--- src/sv/tkf_pkg.sv ---
`timescale 1ns / 1ps
`default_nettype none
package tkf_pkg;

  typedef enum logic [3:0] {
    OP_ANGLE,
    OP_P00,
    OP_P01P10,
    OP_P11,
    OP_C11,
    OP_C10,
    OP_C01,
    OP_C00,
    OP_ANG_CORR,
    OP_BIAS_CORR
  } op_t;

  typedef struct packed {
    logic load;
    logic mul_start;
    logic mul_wb;
    logic div_start;
    logic div_wb;
    logic out_load;
    op_t  op;
  } cmd_t;

  typedef struct packed {
    logic mul_done;
    logic div_done;
    logic out_full;
  } sts_t;

  typedef struct packed {
    logic [31:0] qa;
    logic [31:0] qg;
    logic [31:0] r;
    logic [31:0] dt;
  } cfg_t;

  localparam logic [1:0] REG_QA = 2'd0;
  localparam logic [1:0] REG_QG = 2'd1;
  localparam logic [1:0] REG_R  = 2'd2;
  localparam logic [1:0] REG_DT = 2'd3;

  localparam logic [31:0] QA_RESET = 32'd4294967;
  localparam logic [31:0] QG_RESET = 32'd4294967;
  localparam logic [31:0] R_RESET  = 32'd327680;
  localparam logic [31:0] DT_RESET = 32'd17179869;

  localparam logic signed [47:0] ONE_Q32 = 48'sh0001_0000_0000;

  function automatic logic signed [31:0] sat32(input logic signed [63:0] v);
    logic signed [31:0] s;
    if (v > 64'sh0000_0000_7fff_ffff) begin
      s = 32'sh7fff_ffff;
    end else if (v < 64'shffff_ffff_8000_0000) begin
      s = 32'sh8000_0000;
    end else begin
      s = v[31:0];
    end
    return s;
  endfunction

  function automatic logic signed [47:0] sat48(input logic signed [63:0] v);
    logic signed [47:0] s;
    if (v > 64'sh0000_7fff_ffff_ffff) begin
      s = 48'sh7fff_ffff_ffff;
    end else if (v < 64'shffff_8000_0000_0000) begin
      s = 48'sh8000_0000_0000;
    end else begin
      s = v[47:0];
    end
    return s;
  endfunction

endpackage
`default_nettype wire

--- src/sv/tkf_ctrl.sv ---
`timescale 1ns / 1ps
`default_nettype none
module tkf_ctrl (
  input  wire logic          clk,
  input  wire logic          rst,
  input  wire logic          in_valid,
  output logic               in_ready,
  input  wire tkf_pkg::sts_t sts,
  output tkf_pkg::cmd_t      cmd
);
  import tkf_pkg::*;

  typedef enum logic [5:0] {
    S_IDLE     = 6'b000001,
    S_MUL_GO   = 6'b000010,
    S_MUL_WAIT = 6'b000100,
    S_DIV_GO   = 6'b001000,
    S_DIV_WAIT = 6'b010000,
    S_OUT      = 6'b100000
  } state_t;

  state_t state, state_next;
  op_t    op, op_next;

  always_comb begin
    state_next    = state;
    op_next       = op;
    cmd.load      = 1'b0;
    cmd.mul_start = 1'b0;
    cmd.mul_wb    = 1'b0;
    cmd.div_start = 1'b0;
    cmd.div_wb    = 1'b0;
    cmd.out_load  = 1'b0;
    cmd.op        = op;
    unique case (state)
      S_IDLE: begin
        if (in_valid) begin
          cmd.load   = 1'b1;
          op_next    = OP_ANGLE;
          state_next = S_MUL_GO;
        end
      end
      S_MUL_GO: begin
        cmd.mul_start = 1'b1;
        state_next    = S_MUL_WAIT;
      end
      S_MUL_WAIT: begin
        if (sts.mul_done) begin
          cmd.mul_wb = 1'b1;
          unique case (op)
            OP_P11:       state_next = S_DIV_GO;
            OP_BIAS_CORR: state_next = S_OUT;
            default: begin
              op_next    = op_t'(op + 4'd1);
              state_next = S_MUL_GO;
            end
          endcase
        end
      end
      S_DIV_GO: begin
        cmd.div_start = 1'b1;
        state_next    = S_DIV_WAIT;
      end
      S_DIV_WAIT: begin
        if (sts.div_done) begin
          cmd.div_wb = 1'b1;
          op_next    = OP_C11;
          state_next = S_MUL_GO;
        end
      end
      S_OUT: begin
        if (!sts.out_full) begin
          cmd.out_load = 1'b1;
          state_next   = S_IDLE;
        end
      end
      default: state_next = S_IDLE;
    endcase
  end

  always_ff @(posedge clk) begin
    if (rst) begin
      state <= S_IDLE;
      op    <= OP_ANGLE;
    end else begin
      state <= state_next;
      op    <= op_next;
    end
  end

  assign in_ready = (state == S_IDLE);

  a_mul_done_wait: assert property (@(posedge clk) disable iff (rst)
    sts.mul_done |-> state == S_MUL_WAIT)
    else $error("multiplier finished outside its wait state");

  a_div_done_wait: assert property (@(posedge clk) disable iff (rst)
    sts.div_done |-> state == S_DIV_WAIT)
    else $error("divider finished outside its wait state");

  a_out_free: assert property (@(posedge clk) disable iff (rst)
    cmd.out_load |-> !sts.out_full)
    else $error("result loaded over an untaken beat");

  a_accept_go: assert property (@(posedge clk) disable iff (rst)
    (in_valid && in_ready) |=> (state == S_MUL_GO && op == OP_ANGLE))
    else $error("accepted beat did not start the prediction");

endmodule
`default_nettype wire

--- config.mk ---
export PLATFORM = sky130hd
export DESIGN_NAME = tkf_ctrl
export DESIGN_NICKNAME = d
export VERILOG_FILES = /design/src/sv/tkf_pkg.sv /design/src/sv/tkf_ctrl.sv
export SDC_FILE = /design/constraint.sdc
export NUM_CORES = 1
export LEC_CHECK = 0
export ABC_AREA = 1
export BUFFER_PORTS_ARGS = -buffer_cell sky130_fd_sc_hd__buf_2
export CORE_AREA = 2 2 39 41
export DETAILED_ROUTE_END_ITERATION = 6
export DIE_AREA = 0 0 41 43
export HOLD_SLACK_MARGIN = 0.05
export PLACE_DENSITY_LB_ADDON = 0.12
export SKIP_CTS_REPAIR_TIMING = 1
export SLEW_MARGIN = 20
export SYNTH_ARGS = -nofsm -noshare
export SYNTH_HDL_FRONTEND = slang
export SYNTH_SLANG_ARGS = --single-unit
--- constraint.sdc ---
create_clock -name clk -period 2.06 [get_ports clk]
set_input_delay 0.206 -clock clk [delete_from_list [all_inputs] [get_ports clk]]
set_output_delay 0.206 -clock clk [all_outputs]
set_load 0.01 [all_outputs]
==> PnR_summary.wiki <==
{| class="wikitable"
! Metric !! Value
|-
| Worst ir drop on vdd || 640 µV
|-
| Count of routing violations after the opening detailed-route iteration || 11
|-
| Part of the Yosys area used for sequential elements || between 20% and 30%
|-
| Setup TNS || 0 ns
|-
| Setup CP Type || flip-flop to primary output
|-
| CTS tree || built
|-
| Top delay family on crit path || flip-flops
|-
| Routed wire length per instance || 10.9 µm
|-
| Non-filler instance count after layout || 140
|-
| Number of failing setup endpoints in the final timing report || 0
|-
| Layout filler cell count || 137
|-
| Commonest non-fill, non-tap cell in the layout || sky130_fd_sc_hd__nor2_1
|-
| Req. time, crit path || 1.85 ns
|-
| Bufs and invs on worst path || 2
|-
| Number of nets at the end of the flow || between 100 and 150
|-
| Placeable core region || 0.00138 mm²
|-
| Number of antenna diodes || 0
|-
| Worst Tran Pin Value || 0.223 ns
|-
| Post-layout min period || 1.48 ns
|-
| Net count after synthesis || 112
|-
| Clock net sink count || 10
|-
| Worst skew pair latency || ~0.28 ns
|-
| Critical path arrival || about 1.3 ns
|-
| Period utilisation layout || between 70% and 80%
|-
| Power per cell area || 1410 mW/mm²
|-
| Total count of hold-check failures in the final report || 0
|-
| Number of register bits inferred by synthesis || 10
|-
| Endpoint class of the critical path || primary output
|-
| Cell-internal power || 0.000605 W
|-
| Unrepaired setup endpoints after global routing || no
|-
| DIE HEIGHT || 43 µm
|-
| Maximum clock frequency || ~680 MHz
|-
| Boundary Pins || 17
|-
| Number of design rule violations left after detail routing || 0
|-
| Total placed cells including tap cells || 136
|-
| Deepest level of the CTS H-tree || 1
|-
| Result of the run || finished, final reports clean
|-
| Post-DR vias/cell || 4.86
|-
| Buffer cell driving the clock tree root || sky130_fd_sc_hd__clkbuf_4
|-
| Average footprint of a synthesized cell || ~6.6 µm²
|-
| Combinational cell fraction of total power || 54.2%
|-
| IO Port Bufs || 16
|-
| Via count || 680
|-
| Pin count of the biggest net entering global routing || 10
|-
| Antenna violations before repair || 0
|-
| Number of antenna-violating nets in the routed design || 0
|-
| Area Overhead vs Synth || 19.9%
|-
| Number of max-slew violations in the final report || 0
|-
| Area share of the leading cell type in the synthesized netlist || 29.1%
|-
| Die boundary width || 41 µm
|-
| Switching power || 0.000552 W
|-
| Rows || 14
|-
| Worst setup skew after layout || ~0.0082 ns
|-
| Routed WL || 1520 µm
|-
| Largest cells by area after synthesis || sky130_fd_sc_hd__dfxtp_1 29%, sky130_fd_sc_hd__nor2_1 11%, sky130_fd_sc_hd__nand3_1 10%, sky130_fd_sc_hd__inv_1 9.3%, sky130_fd_sc_hd__nor2_4 8.2%
|-
| Clock transition at the registers of the reported paths || approximately 0.070 ns
|-
| Sw frac || 47.7%
|-
| GRT Total Usage || 21.8%
|-
| Initial Util || between 40 and 50%
|-
| Cell type with the highest aggregate area in the netlist || sky130_fd_sc_hd__dfxtp_1
|-
| Via count of the first global-routing pass || around 620
|-
| Placed wire-length estimate after detailed placement || 1270 µm
|-
| Relative slew margins || between 80% and 90%
|-
| Commonest non-fill, non-tap cells in the layout || 21 x sky130_fd_sc_hd__nor2_1, 17 x sky130_fd_sc_hd__inv_1, 16 x sky130_fd_sc_hd__buf_2
|-
| Startpoint Class || flip-flop
|-
| Final global-route overflow total || 0
|-
| Yosys Warn Count || 0
|-
| Area of placed instances || 787 µm²
|-
| RD Place Congestion || ~0.86
|-
| First-pass GRT wire length || between 2000 and 3000 µm
|-
| CP Max Fanout || 9
|-
| Clock group share of total power || 15.5%
|-
| Netlist cell types || 18
|-
| Maxcap violations || 0
|-
| Num CTS Buffers || 3
|-
| Largest stage delay on the critical path || 0.41 ns
|-
| Worst path slowest cell || sky130_fd_sc_hd__dfxtp_1
|-
| Seq pwr share || 30.3%
|-
| HP Class || primary input to flip-flop
|-
| Fraction of final layout cells with drive strength greater than 1 || 25.0%
|-
| Detailed-router iteration count before antenna repair || 4
|-
| Design area || 823 µm²
|-
| Post-synthesis cell count || 104
|-
| Combined area of all synthesized cells || 687 µm²
|-
| Maximum count of clock buffers along a single path || 2
|-
| Die footprint || 0.00176 mm²
|-
| Cells along the critical path || inv_2 > nor2_4 > nand3_4 > nor2_1 > buf_2
|-
| Standby leakage power || 0.444 nW
|}
[worst paths after layout]
kind | slack (ns) | startpoint | end | cells past startpoint
setup / recovery | 0.58 | state[2] | cmd[7] | 5
hold / removal | 0.14 | rst | state[5] | 2
hold reg to reg | 0.55 | op[3] | op[3] | 2
setup reg to reg | 0.66 | op[0] | op[1] | 8
[state kept, by name, summed over array words and instances (netlist names)]
signal  count
state       6
op          4
[stage by stage]
step	total power [W]	utilization (%)	setup WS, ns	hold slack, ns
6_report	0.00116	59.5	0.584	0.145
5_1_grt	0.00127	59.5	0.463	0.148
4_1_cts	0.00116	59.5	0.591	0.151
3_5_place_dp	0.000986	56.9	0.684	0.438
3_3_place_gp	0.000980	56.9	0.694	0.436
2_1_floorplan	0.000813	-	0.756	0.275
[layer usage]
metal / global-route usage [%] / share of wire, % / up-vias
met5: 0 / 0 / -
met4: 14.0 / 2.8 / 0
met3: 4.71 / 4.8 / 5
met2: 36.3 / 50 / 17
met1: 23.0 / 43 / 286
li1: - / - / 372
[cell type report]
| cell class | instances | area, µm² | share of cell area [%] |
|---|---|---|---|
| Tap cell | 16 | 20.0 | 2.43 |
| Clock buffer | 4 | 36.3 | 4.41 |
| Sequential cell | 10 | 200 | 24.3 |
| Inverter | 18 | 67.6 | 8.21 |
| Timing Repair Buffer | 16 | 80.1 | 9.73 |
| Multi-Input combinational cell | 76 | 419 | 50.9 |
[Yosys cell counts]
master and n:
sky130_fd_sc_hd__o21ai_0 1, sky130_fd_sc_hd__xnor2_1 1, sky130_fd_sc_hd__o21a_1 1, sky130_fd_sc_hd__nor2_2 3, sky130_fd_sc_hd__nor2_1 21, sky130_fd_sc_hd__or2_0 2, sky130_fd_sc_hd__a21oi_1 2, sky130_fd_sc_hd__inv_2 1
sky130_fd_sc_hd__nand2_1 13, sky130_fd_sc_hd__inv_1 17, sky130_fd_sc_hd__nand3_1 14, sky130_fd_sc_hd__nand3_4 1, sky130_fd_sc_hd__ha_1 2, sky130_fd_sc_hd__nand4_1 7, sky130_fd_sc_hd__dfxtp_1 10, sky130_fd_sc_hd__nand2_2 1
sky130_fd_sc_hd__nor2_4 5, sky130_fd_sc_hd__nor3_1 2
[worst reg2reg max path, delay by kind of cell, from the launching register on]
family                     cells  cell delay [ns]
adders and majority gates      1             0.23
DFF                            1             0.43
and+or+nand+nor                7             0.65
[power groups by stage]
stage	logic, W	clock network, W	registers, W
final	0.000628	0.000180	0.000350
after global routing	0.000715	0.000194	0.000363
after CTS	0.000633	0.000180	0.000350
after detailed placement	0.000631	0	0.000355
after global placement	0.000628	0	0.000352
after floorplan	0.000453	0	0.000361
[cells by family (layout without fill, tap and decap cells)]
group	count (synthesis)	in the layout	synth area share [%]
AND/OR/NAND/NOR	69	69	52.8
buffers and inverters	18	38	9.84
flip-flops	10	10	29.1
AO/OA/AOI/OAI	4	4	3.28
adder cells (fa/ha/maj)	2	2	3.64
XOR/XNOR	1	1	1.28
Power figures use the tool's default switching activity.
